## config.mk

```make
export PLATFORM = sky130hd
export DESIGN_NAME = ipv6_ext_header_checksum_setup
export DESIGN_NICKNAME = d
export VERILOG_FILES = /design/src/ipv6ehc_pkg.sv /design/src/ipv6_ext_header_checksum_setup.sv
export SDC_FILE = /design/constraint.sdc
export NUM_CORES = 1
export LEC_CHECK = 0
export BUFFER_PORTS_ARGS = -buffer_cell sky130_fd_sc_hd__buf_2
export CAP_MARGIN = 10
export CORE_AREA = 5 5 186 188
export CTS_CLUSTER_DIAMETER = 150
export DETAILED_ROUTE_END_ITERATION = 6
export DIE_AREA = 0 0 191 193
export PLACE_DENSITY_LB_ADDON = 0.05
export SLEW_MARGIN = 20
export SYNTH_ARGS = -nofsm -noshare
export SYNTH_HDL_FRONTEND = slang
export SYNTH_SLANG_ARGS = --single-unit
```

## constraint.sdc

```tcl
create_clock -name i_clk -period 19.95 [get_ports i_clk]
set_clock_uncertainty 0.05 [all_clocks]
set_input_delay 3.99 -clock i_clk [delete_from_list [all_inputs] [get_ports i_clk]]
set_output_delay 3.99 -clock i_clk [all_outputs]
set_load 0.01 [all_outputs]
```

## src/ipv6ehc_pkg.sv

```systemverilog
// Shared types and constants for the IPv6 extension header walker.
// Stand-alone package; used by ipv6_ext_header_checksum_setup.
package ipv6ehc_pkg;

    // Parse stage codes
    localparam logic [2:0] STG_FIXED = 3'd0;
    localparam logic [2:0] STG_OPT   = 3'd1;
    localparam logic [2:0] STG_AUTH  = 3'd2;
    localparam logic [2:0] STG_FRAG  = 3'd3;
    localparam logic [2:0] STG_END   = 3'd4;

    // Result status codes
    localparam logic [1:0] ST_OK    = 2'd0;
    localparam logic [1:0] ST_PROTO = 2'd1;
    localparam logic [1:0] ST_TRUNC = 2'd2;

    // Next header protocol numbers
    localparam logic [7:0] NH_HOPOPT = 8'd0;
    localparam logic [7:0] NH_TCP    = 8'd6;
    localparam logic [7:0] NH_UDP    = 8'd17;
    localparam logic [7:0] NH_ROUTE  = 8'd43;
    localparam logic [7:0] NH_FRAG   = 8'd44;
    localparam logic [7:0] NH_AUTH   = 8'd51;
    localparam logic [7:0] NH_DSTOPT = 8'd60;

    // Configuration register indexes
    localparam logic [0:0] CFG_RECALC_EN = 1'd0;
    localparam logic [0:0] CFG_HDR_LIMIT = 1'd1;

    // Fixed header geometry
    localparam int unsigned CNT_W   = 17;
    localparam int unsigned SUM_W   = 20;
    localparam int unsigned FIX_LEN = 40;

    // Result word, first field in the highest bits
    typedef struct packed {
        logic        checksum_valid;
        logic [15:0] pseudo_checksum;
        logic [9:0]  checksum_field_offset;
        logic [9:0]  transport_offset;
        logic        is_udp;
        logic [1:0]  status;
    } t_result;

endpackage

```

## src/ipv6_ext_header_checksum_setup.sv

```systemverilog
// IPv6 extension header walker with transport pseudo-header sum.
// Depends on ipv6ehc_pkg for stage, status and protocol codes and the result type.
//
//  channel   | dir | handshake                        | payload
//  ----------+-----+----------------------------------+--------------------------------------
//  s_axis    | in  | i_s_axis_tvalid / o_s_axis_tready | tdata[7:0] data_byte, tlast last_byte
//  m_axis    | out | o_m_axis_tvalid / i_m_axis_tready | tdata[39:0] result (see port comment)
//  cfg       | in  | i_cfg_we (no wait)               | i_cfg_index, i_cfg_data
//
// One byte per cycle while ready is high: every byte request is parsed in the cycle it is
// accepted, and the last byte of a packet loads the result register, or the skid register
// while the result is held, in that same cycle. The header decision path (offset add,
// payload and limit compares) sets the cycle time. A two-entry output (result register
// plus skid register) keeps input moving for one stalled result; ready drops only while
// the skid register is occupied. Reset is synchronous, active low, and clears parse state and both output entries.
module ipv6_ext_header_checksum_setup #(
    parameter int LIMIT_BITS = 10
) (
    input  logic                  i_clk,
    input  logic                  i_rst_n,
    // configuration write port
    input  logic                  i_cfg_we,
    input  logic [0:0]            i_cfg_index,
    input  logic [LIMIT_BITS-1:0] i_cfg_data,
    // packet byte stream
    input  logic                  i_s_axis_tvalid,
    output logic                  o_s_axis_tready,
    input  logic [7:0]            i_s_axis_tdata,   // [7:0] data_byte
    input  logic                  i_s_axis_tlast,   // last_byte
    // result stream
    output logic                  o_m_axis_tvalid,
    input  logic                  i_m_axis_tready,
    // [1:0] status, [2] is_udp, [12:3] transport_offset,
    // [22:13] checksum_field_offset, [38:23] pseudo_checksum, [39] checksum_valid
    output logic [39:0]           o_m_axis_tdata
);

    localparam int CNT_W = ipv6ehc_pkg::CNT_W;
    localparam int SUM_W = ipv6ehc_pkg::SUM_W;
    // limit register must hold the reset value 256 even for narrow limits
    localparam int LIM_W = (LIMIT_BITS > 9) ? LIMIT_BITS : 9;
    // offsets stay at or below the limit plus one longest header step
    localparam int OFF_W = ((LIMIT_BITS > 11) ? LIMIT_BITS : 11) + 1;
    localparam int END_W = OFF_W + 1;
    localparam logic [CNT_W-1:0] COUNT_MAX = {CNT_W{1'b1}};

    // configuration
    logic             r_recalc_en;
    logic [LIM_W-1:0] r_limit;

    // packet parse state
    logic [CNT_W-1:0] r_count,    n_count;
    logic [2:0]       r_stage,    n_stage;
    logic [7:0]       r_nh,       n_nh;
    logic [OFF_W-1:0] r_off,      n_off;
    logic [15:0]      r_pl,       n_pl;
    logic             r_done,     n_done;
    logic             r_frag,     n_frag;
    logic [1:0]       r_err,      n_err;
    logic [SUM_W-1:0] r_addr,     n_addr;
    logic [7:0]       r_hold,     n_hold;
    logic [LIM_W-1:0] r_need,     n_need;
    logic             r_udp,      n_udp;

    // output entries
    logic                 r_out_valid;
    ipv6ehc_pkg::t_result r_out;
    logic                 r_skd_valid;
    ipv6ehc_pkg::t_result r_skd;

    logic                 s_acc;
    logic                 push;
    logic                 out_free;
    logic                 do_decide;
    logic                 dec_req;
    logic                 dec_xport;
    logic [END_W-1:0]     dec_end;
    logic [7:0]           in_b;
    logic [11:0]          hdr_len;
    logic [CNT_W-1:0]     ulen;
    logic [20:0]          sum_raw;
    logic [16:0]          sum_f1;
    logic [16:0]          sum_f2;
    logic [OFF_W-1:0]     coff_full;
    ipv6ehc_pkg::t_result res;

    assign in_b            = i_s_axis_tdata;
    assign o_s_axis_tready = !r_skd_valid;
    assign s_acc           = i_s_axis_tvalid && o_s_axis_tready;
    assign push            = s_acc && i_s_axis_tlast;
    assign out_free        = !r_out_valid || i_m_axis_tready;

    // per-byte parse and header decision
    always_comb begin
        n_count   = r_count;
        n_stage   = r_stage;
        n_nh      = r_nh;
        n_off     = r_off;
        n_pl      = r_pl;
        n_done    = r_done;
        n_frag    = r_frag;
        n_err     = r_err;
        n_addr    = r_addr;
        n_hold    = r_hold;
        n_need    = r_need;
        n_udp     = r_udp;
        do_decide = 1'b0;
        dec_req   = 1'b0;
        dec_xport = 1'b0;
        dec_end   = '0;
        hdr_len   = '0;

        case (r_stage)
            ipv6ehc_pkg::STG_FIXED: begin
                if (r_count == CNT_W'(4) ||
                    (r_count >= CNT_W'(8) && r_count < CNT_W'(40) && !r_count[0])) begin
                    n_hold = in_b;
                end else if (r_count == CNT_W'(5)) begin
                    n_pl = {r_hold, in_b};
                end else if (r_count == CNT_W'(6)) begin
                    n_nh = in_b;
                end else if (r_count >= CNT_W'(8) && r_count < CNT_W'(40)) begin
                    n_addr = r_addr + SUM_W'({r_hold, in_b});
                end
                if (r_count == CNT_W'(39)) begin
                    if (r_limit < LIM_W'(ipv6ehc_pkg::FIX_LEN)) begin
                        n_err   = ipv6ehc_pkg::ST_TRUNC;
                        n_stage = ipv6ehc_pkg::STG_END;
                    end else begin
                        do_decide = 1'b1;
                    end
                end
            end
            ipv6ehc_pkg::STG_OPT, ipv6ehc_pkg::STG_AUTH: begin
                if (r_count == CNT_W'(r_off)) begin
                    n_nh = in_b;
                end else if (r_count == CNT_W'(r_off) + CNT_W'(1)) begin
                    // options and routing count 8-byte units, AH counts 4-byte units
                    if (r_stage == ipv6ehc_pkg::STG_OPT) begin
                        hdr_len = ({4'd0, in_b} + 12'd1) << 3;
                    end else begin
                        hdr_len = ({4'd0, in_b} + 12'd2) << 2;
                    end
                    n_off     = r_off + OFF_W'(hdr_len);
                    do_decide = 1'b1;
                end
            end
            ipv6ehc_pkg::STG_FRAG: begin
                if (r_count == CNT_W'(r_off)) begin
                    n_nh = in_b;
                end else if (r_count == CNT_W'(r_off) + CNT_W'(2)) begin
                    n_hold = in_b;
                end else if (r_count == CNT_W'(r_off) + CNT_W'(3)) begin
                    // fragment offset or more-fragments set: not a whole datagram
                    if (({r_hold, in_b} & 16'hFFF9) != 16'd0) begin
                        n_frag = 1'b1;
                    end
                    n_off     = r_off + OFF_W'(8);
                    do_decide = 1'b1;
                end
            end
            default: begin
            end
        endcase

        if (do_decide) begin
            if (CNT_W'(n_off) > CNT_W'(r_pl) + CNT_W'(ipv6ehc_pkg::FIX_LEN)) begin
                n_err   = ipv6ehc_pkg::ST_PROTO;
                n_stage = ipv6ehc_pkg::STG_END;
            end else if (n_nh == ipv6ehc_pkg::NH_HOPOPT || n_nh == ipv6ehc_pkg::NH_ROUTE ||
                         n_nh == ipv6ehc_pkg::NH_DSTOPT) begin
                n_stage = ipv6ehc_pkg::STG_OPT;
                dec_req = 1'b1;
                dec_end = END_W'(n_off) + END_W'(2);
            end else if (n_nh == ipv6ehc_pkg::NH_AUTH) begin
                n_stage = ipv6ehc_pkg::STG_AUTH;
                dec_req = 1'b1;
                dec_end = END_W'(n_off) + END_W'(12);
            end else if (n_nh == ipv6ehc_pkg::NH_FRAG) begin
                n_stage = ipv6ehc_pkg::STG_FRAG;
                dec_req = 1'b1;
                dec_end = END_W'(n_off) + END_W'(8);
            end else begin
                n_stage = ipv6ehc_pkg::STG_END;
                if (n_frag) begin
                    n_err = ipv6ehc_pkg::ST_PROTO;
                end else if (n_nh == ipv6ehc_pkg::NH_TCP || n_nh == ipv6ehc_pkg::NH_UDP) begin
                    n_udp     = (n_nh == ipv6ehc_pkg::NH_UDP);
                    dec_req   = 1'b1;
                    dec_xport = 1'b1;
                    dec_end   = END_W'(n_off) +
                                ((n_nh == ipv6ehc_pkg::NH_UDP) ? END_W'(8) : END_W'(20));
                end else begin
                    n_err = ipv6ehc_pkg::ST_PROTO;
                end
            end

            // header must end within the limit; track the furthest end read
            if (dec_req) begin
                if (dec_end > END_W'(r_limit)) begin
                    n_err   = ipv6ehc_pkg::ST_TRUNC;
                    n_stage = ipv6ehc_pkg::STG_END;
                end else begin
                    if (dec_end > END_W'(r_need)) begin
                        n_need = LIM_W'(dec_end);
                    end
                    if (dec_xport) begin
                        n_done = 1'b1;
                    end
                end
            end
        end

        if (r_count != COUNT_MAX) begin
            n_count = r_count + CNT_W'(1);
        end
    end

    // result for the last byte, from the updated parse state
    always_comb begin
        ulen      = n_count - CNT_W'(n_off);
        sum_raw   = 21'(n_addr) + 21'(ulen[CNT_W-1:16]) + 21'(ulen[15:0]) +
                    (n_udp ? 21'(ipv6ehc_pkg::NH_UDP) : 21'(ipv6ehc_pkg::NH_TCP));
        // two folds bring a 21-bit sum back into 16 bits
        sum_f1    = 17'(sum_raw[15:0]) + 17'(sum_raw[20:16]);
        sum_f2    = 17'(sum_f1[15:0]) + 17'(sum_f1[16]);
        coff_full = n_off + (n_udp ? OFF_W'(6) : OFF_W'(16));

        res = '0;
        if (n_count < CNT_W'(n_need)) begin
            res.status = ipv6ehc_pkg::ST_TRUNC;
        end else if (n_err != ipv6ehc_pkg::ST_OK) begin
            res.status = n_err;
        end else if (n_done) begin
            res.status = ipv6ehc_pkg::ST_OK;
        end else begin
            res.status = ipv6ehc_pkg::ST_TRUNC;
        end

        if (res.status == ipv6ehc_pkg::ST_OK) begin
            res.is_udp                = n_udp;
            res.transport_offset      = n_off[9:0];
            res.checksum_field_offset = coff_full[9:0];
            if (r_recalc_en) begin
                res.pseudo_checksum = sum_f2[15:0];
                res.checksum_valid  = 1'b1;
            end
        end
    end

    // configuration registers
    always_ff @(posedge i_clk) begin
        if (!i_rst_n) begin
            r_recalc_en <= 1'b1;
            r_limit     <= LIM_W'(256);
        end else if (i_cfg_we) begin
            case (i_cfg_index)
                ipv6ehc_pkg::CFG_RECALC_EN: r_recalc_en <= i_cfg_data[0];
                ipv6ehc_pkg::CFG_HDR_LIMIT: r_limit     <= LIM_W'(i_cfg_data);
                default: begin
                end
            endcase
        end
    end

    // parse state: advance on each accepted byte, clear after the last one
    always_ff @(posedge i_clk) begin
        if (!i_rst_n || push) begin
            r_count <= '0;
            r_stage <= ipv6ehc_pkg::STG_FIXED;
            r_nh    <= '0;
            r_off   <= OFF_W'(ipv6ehc_pkg::FIX_LEN);
            r_pl    <= '0;
            r_done  <= 1'b0;
            r_frag  <= 1'b0;
            r_err   <= ipv6ehc_pkg::ST_OK;
            r_addr  <= '0;
            r_hold  <= '0;
            r_need  <= LIM_W'(ipv6ehc_pkg::FIX_LEN);
            r_udp   <= 1'b0;
        end else if (s_acc) begin
            r_count <= n_count;
            r_stage <= n_stage;
            r_nh    <= n_nh;
            r_off   <= n_off;
            r_pl    <= n_pl;
            r_done  <= n_done;
            r_frag  <= n_frag;
            r_err   <= n_err;
            r_addr  <= n_addr;
            r_hold  <= n_hold;
            r_need  <= n_need;
            r_udp   <= n_udp;
        end
    end

    // output register with skid entry
    always_ff @(posedge i_clk) begin
        if (!i_rst_n) begin
            r_out_valid <= 1'b0;
            r_skd_valid <= 1'b0;
        end else if (out_free) begin
            if (r_skd_valid) begin
                r_out_valid <= 1'b1;
                r_skd_valid <= 1'b0;
            end else begin
                r_out_valid <= push;
            end
        end else if (push) begin
            r_skd_valid <= 1'b1;
        end
    end

    always_ff @(posedge i_clk) begin
        if (out_free) begin
            if (r_skd_valid) begin
                r_out <= r_skd;
            end else if (push) begin
                r_out <= res;
            end
        end else if (push) begin
            r_skd <= res;
        end
    end

    assign o_m_axis_tvalid = r_out_valid;
    assign o_m_axis_tdata  = r_out;

    // skid entry only fills behind a held result
    a_skid_behind_out: assert property (@(posedge i_clk) disable iff (!i_rst_n)
        r_skd_valid |-> r_out_valid)
        else $error("skid entry valid without output entry");

    a_skid_fill_on_stall: assert property (@(posedge i_clk) disable iff (!i_rst_n)
        $rose(r_skd_valid) |-> $past(r_out_valid && !i_m_axis_tready && push))
        else $error("skid entry filled without a stalled result");

    a_clear_after_last: assert property (@(posedge i_clk) disable iff (!i_rst_n)
        push |=> (r_count == '0 && r_stage == ipv6ehc_pkg::STG_FIXED))
        else $error("parse state not cleared after last byte");

    a_error_ends_walk: assert property (@(posedge i_clk) disable iff (!i_rst_n)
        (r_err != ipv6ehc_pkg::ST_OK || r_done) |-> r_stage == ipv6ehc_pkg::STG_END)
        else $error("walk continues after a decision");

    a_valid_means_ok: assert property (@(posedge i_clk) disable iff (!i_rst_n)
        (r_out_valid && r_out.checksum_valid) |-> r_out.status == ipv6ehc_pkg::ST_OK)
        else $error("checksum flagged valid on an error result");

endmodule
```

; Word level (Yosys, flattened, before mapping)
; Cells that the tools add are included.
[word_totals]
reg_bits = 192
latchBits = 0
ram_bits = 0
romBits = 0
inputBits = 25
output_inout_bits = 42
elab_cells = 220
mem_count = 0
[op_classes]
add_sub_neg = 21
n_mul = 0
div_mod_pow = 0
magnitude_cmp = 7
eq_ne = 21
shifts = 0
n_mux = 105
n_bitwise = 4
n_reduce_logical = 34
[op_table]
columns = op, n
row1 = $mux W12, 9
row2 = $mux W20, 5
row3 = $mux W13, 7
row4 = $mux W40, 2
row5 = $mux W8, 7
row6 = $eq A17 B13 Y1, 3
row7 = $eq A17 B3 Y1 const B, 3
row8 = $mux W10, 4
row9 = $add A12 B2 Y13 const B, 3
row10 = $mux W38, 1
row11 = $mux W1, 36
row12 = $mux W17, 2
row13 = $eq A8 B6 Y1 const B, 4
row14 = $pmux W8 S2, 2
row15 = $mux W2, 15
row16 = $mux W3, 10
row17 = $add A12 B4 Y13 const B, 2
row18 = $gt A13 B10 Y1, 2
row19 = $pmux W12 S2, 1
row20 = $add A20 B1 Y21, 1
row21 = $add A21 B16 Y21, 1
row22 = $add A21 B5 Y21, 1
row23 = $add A20 B16 Y20, 1
row24 = $add A16 B5 Y17, 1
row25 = other kinds (40), 69

; Longest topological paths before layout
[logic_depth]
word_depth = 28
depth_mapped = 62
depth_no_buf = 60

; Worst setup path after synthesis
; OpenSTA, ideal clock, no wires.
[synth_timing]
path_type = input-to-reg
startpoint = input i_s_axis_tdata[3]
endpoint = register r_out (netlist bit o_m_axis_tdata[37]) (data pin)
setup_time_ps = 257
arrival_time_ps = 14951
required_ps = 19643
path_slack_ps = 4692
path_stages = 59
path_buffers = 3
cell_sequence = clkbuf_1 clkbuf_1 nand2_1 o31ai_1 a21oi_1 nand2_1 ha_1 o21ai_0 nand2b_1 and4b_1 or4b_4 and3_4 or3_1 buf_2 inv_1 ha_1 and4_1 nand2_1 [... 23 more ...] xor2_1 ha_1 inv_1 nor2_1 nor2_1 nor2b_1 nor2_1 nand4bb_1 nor4_1 ha_1 ha_1 nand2_1 nor4_1 nand3_1 nor3_1 a32oi_1 xnor2_1 a32o_1
[synth_between]
elab_chain_len = 28
word_cells_on_any_way = 105
cone_classes = add/sub: 14 / order compare: 4 / eq/ne: 6 / mux: 74 / reduce/logical: 7
[synth_lines]
columns = item, line
row1 = start: declaration, ipv6_ext_header_checksum_setup.sv:28  ; input logic [7:0] i_s_axis_tdata,
row2 = $add A8 B2 Y9 / $add A8 B1 Y9 (equally long branches), "ipv6_ext_header_checksum_setup.sv:142, ipv6_ext_header_checksum_setup.sv:140"
row3 = $mux W12 *, ipv6_ext_header_checksum_setup.sv:139  ; if (r_stage == ipv6ehc_pkg::STG_OPT) begin
row4 = $mux W12 *, ipv6_ext_header_checksum_setup.sv:137  ; end else if (r_count == CNT_W'(r_off) + CNT_W'(1)) begin
row5 = $mux W12 *, ipv6_ext_header_checksum_setup.sv:135  ; if (r_count == CNT_W'(r_off)) begin
row6 = $mux W12 *, ipv6_ext_header_checksum_setup.sv:113  ; case (r_stage)
row7 = $add A12 B12 Y12 *, ipv6_ext_header_checksum_setup.sv:144  ; n_off = r_off + OFF_W'(hdr_len);
row8 = $mux W12 *, ipv6_ext_header_checksum_setup.sv:137
row9 = $mux W12 *, ipv6_ext_header_checksum_setup.sv:135
row10 = $pmux W12 S2 *, ipv6_ext_header_checksum_setup.sv:113
row11 = via n_off[11], ipv6_ext_header_checksum_setup.sv:55  ; logic [OFF_W-1:0] r_off, n_off;
row12 = "parallel branches: the longest is 16 deep, another holds $add A20 B1 Y21", n/a
row13 = $mux W38 *, ipv6_ext_header_checksum_setup.sv:240  ; if (res.status == ipv6ehc_pkg::ST_OK) begin
row14 = $mux W40 *, ipv6_ext_header_checksum_setup.sv:318  ; end else if (push) begin
row15 = $mux W40 *, ipv6_ext_header_checksum_setup.sv:316  ; if (r_skd_valid) begin
row16 = end signal: assignment, ipv6_ext_header_checksum_setup.sv:317  ; r_out <= r_skd;
row17 = end signal: assignment, ipv6_ext_header_checksum_setup.sv:319  ; r_out <= res;
row18 = end: declaration, ipv6_ext_header_checksum_setup.sv:67  ; ipv6ehc_pkg::t_result r_out;
; Mark *: on every way through the listed nets, which the timed path passes. The select of a mux whose other input is x is not followed.
; A chain may end at the register's enable or synchronous reset.

; Worst setup path after layout
[layout_timing]
startpoint = input i_s_axis_tdata[1]
endpoint = register r_out (netlist bit o_m_axis_tdata[37]) (data pin)
; The elaborated chain is that of the path after synthesis.

==> metrics.md <==
| Metric | Value |
|---|---|
| Outcome | finished, final reports clean |
| Drt total wl | 42,170 µm |
| Clock-pin slew on the worst setup and hold paths | 0.07 ns |
| CTS tree | done |
| Die height | 193 µm |
| Leakage | 6.608 nW |
| Initial DRC count | 854 |
| Reg area | 4365 µm² |
| P&R area growth vs syn | 8.741% |
| Antenna violations before repair | 0 |
| Max Root-Sink Buffers | 2 |
| Post-CTS Resized | 0 |
| Synth cell types | 100 |
| Synthesis Warnings | 0 |
| Setup violators final | 0 |
| Synth top area share | 15.13% |
| CTS Buf Count | 17 |
| FF+latch count, synth | 182 |
| Worst setup path class | in -> reg |
| Synth area leader | dfxtp_1 |
| Syn_area_per_cell | 8.584 µm² |
| Setup Buffers After CTS | 0 |
| Largest family of logic cells by synthesized area | simple AND/OR/NAND/NOR gates |
| Rows | 67 |
| Fin Setup TNS | 0 ns |
| First-pass GRT wire length | 66,690 µm |
| Vias in the first global route | 11,675 |
| TritonRoute pass-1 iters | 5 |
| Diode count | 0 |
| IO Count | 67 |
| Predominant post-synthesis flop cell | dfxtp_1 |
| Drt wl/cell | 19.48 µm |
| Hold_buf cts | 0 |
| Synth Area in Adders | 12.24% |
| Die W | 191 µm |
| Mux share of post-synthesis cell area | 5.638% |
| Max frequency | 60.97 MHz |
| Remaining DRCs | 0 |
| Crit path max fanout | 15 |
| Worst min path class | reg -> reg |
| Overall routing resource usage | 22.91% |
| Dpl hpwl | 31,710 µm |
| Setup WS post-layout | 3.548 ns |
| Htree depth | 4 |
| Synth Area in Compound Gates | 17.97% |
| Sequential area share after synthesis | 29.98% |
| Minimum clock period | 16.40 ns |
| WP data required | 20.10 ns |
| Top cells by area, synth | dfxtp_1 15%, edfxtp_1 15%, ha_1 11% |
| Post-Synth Simple-Gate Area | 20.85% |
| RSZ-0062 raised after global routing | false |
| Top delay family on crit path | compound AO/OA/AOI/OAI gates |
| DR vias/cell | 5.790 |
| Root buffer cell | clkbuf_16 |
| VDD IR max | 0.05158 mV |
| Nets@finish | 1,866 |
| Die area | 36,860 µm² |
| Final hold vios | 0 |
| Max-slew violation count | 0 |
| Max-cap viol count | 0 |
| Buf/Inv on CP | 6 |
| Post-route ant nets | 0 |
| Cells after DPL | 2,133 |
| Cells after synthesis | 1,696 |
| Vias | 12,536 |
| Largest net degree at the start of global routing | 75 |
| Fin cells | 2,165 |
| Relative slew slack | 30.81% |
| Element type at the critical path end | flip-flop |
| Place WS | 3.082 ns |
| Clock latency on the worst-skew pair | 0.45 ns |
| CORE AREA | 32,950 µm² |
| PD cells | 63.93 nW/µm² |
| Tcrit/Tclk final | 82.21% |
| Startpoint class of the critical path | input pin |
| EDFF count, synth | 72 |
| Slowest CP cell | a211oi_2 |
| Most common cell in the netlist | nor2_1 |
| Post-synth ARST share | 0% |
| Worst hold slack | 0.4219 ns |
| Post-Synth XOR/XNOR Area | 8.242% |
| Port bufs | 63 |
| Worst-margin pin slew | 1.028 ns |
| Synth Cell Area | 14,560 µm² |
| Crit-path max cell delay | 0.59 ns |
| Initial Utilization | 44.19% |
| Critical path's most frequent cell | ha_1 |
| Fill cells | 3,257 |
| Fraction of layout cells with a size suffix above 1 | 10.13% |
| Gr ovfl total | 0 |
| Synth cell count leaders | 210 x nor2_1, 142 x nand2_1, 128 x ha_1, 110 x dfxtp_1, 91 x a21oi_1 |
| CP arrival | 16.55 ns |
| Multi-input logic area | 9503 µm² |
| GP Congestion | 0.9287 |
| TritonCTS sink count | 182 |
-- final timing paths --
kind,startpoint,end,slack [ns],cells past startpoint
max,i_s_axis_tdata[1],o_m_axis_tdata[37],3.55,60
min,r_limit[2],r_limit[2],0.42,2
max reg2reg,r_stage[0],o_m_axis_tdata[37],6.60,58
min reg2reg,r_limit[2],r_limit[2],0.42,2
-- layout make-up --
cell class | instances | area share, %
timing repair buffer | 82 | 2.893
clock inverter | 14 | 1.367
inverter | 79 | 1.881
tap | 448 | 3.541
multi-input combinational | 1342 | 60.03
sequential | 182 | 27.58
clock buffer | 18 | 2.711
-- through the flow --
step / util [%] / area (µm²) / total power (W)
2_1_floorplan: - / 14570 / 0.0005744
3_3_place_gp: 46.09 / 15180 / 0.0006388
3_5_place_dp: 46.09 / 15180 / 0.0006390
4_1_cts: 48.05 / 15830 / 0.001020
5_1_grt: 48.05 / 15830 / 0.001064
6_report: 48.05 / 15830 / 0.001012
-- where the power goes --
group	leakage, nW	switching [W]	internal, W
logic	4.69	0.000147	0.0000856
clock network	0.316	0.000166	0.000215
registers	1.61	0.00000723	0.000392
-- metal layers --
| layer | wire length (µm) | track usage (%) |
|---|---|---|
| met1 | 20560 | 32.61 |
| met2 | 18180 | 35.65 |
| met3 | 2233 | 3.691 |
| met4 | 1195 | 7.597 |
| met5 | 0 | 0 |
-- registers in the layout (all words and copies together), names as in the netlist --
signal,count
r_udp,1
r_count,17
r_addr,20
r_frag,1
r_stage,3
r_skd,36
r_pl,16
r_limit,10
r_need,10
r_nh,8
r_off,10
o_m_axis_tvalid,1
r_skd_valid,1
r_done,1
r_hold,8
o_m_axis_tdata,36
r_err,2
r_recalc_en,1
-- worst register-to-register path: cells and delay by family, from the launching register on --
kind / cells / cell delay (ns)
AO/OA/AOI/OAI: 20 / 4.88
AND/OR/NAND/NOR: 23 / 4.30
adder cells (fa/ha/maj): 7 / 2.20
buffers and inverters: 5 / 0.76
flip-flops: 1 / 0.49
XOR/XNOR: 3 / 0.40
-- cell usage in the layout, fill, tap and decap left out, types with 16 or more instances in the layout --
master	synthesis	layout
nor2_1	210	208
nand2_1	142	141
ha_1	128	128
dfxtp_1	110	109
a21oi_1	91	91
xnor2_1	75	75
inv_1	74	74
edfxtp_1	72	72
buf_2	14	63
xor2_1	62	62
mux2i_1	55	55
o21ai_0	52	52
nand3_1	42	42
and3_1	40	40
a21o_1	35	35
nand4_1	32	32
nor3_1	32	32
o31ai_1	25	25
a211oi_1	22	22
mux2_2	21	21
buf_4	9	19
clkbuf_16	0	17
o211ai_1	16	16
a32o_1	16	16
-- logic make-up (layout without fill, tap and decap cells) --
logic type / after synthesis / in the layout
AND/OR/NAND/NOR: 615 / 615
AO/OA/AOI/OAI: 372 / 372
flip-flops: 182 / 182
buffers and inverters: 174 / 193
adder cells (fa/ha/maj): 137 / 137
XOR/XNOR: 137 / 137
multiplexers: 78 / 78
other: 1 / 3
Power figures use the tool's default switching activity.
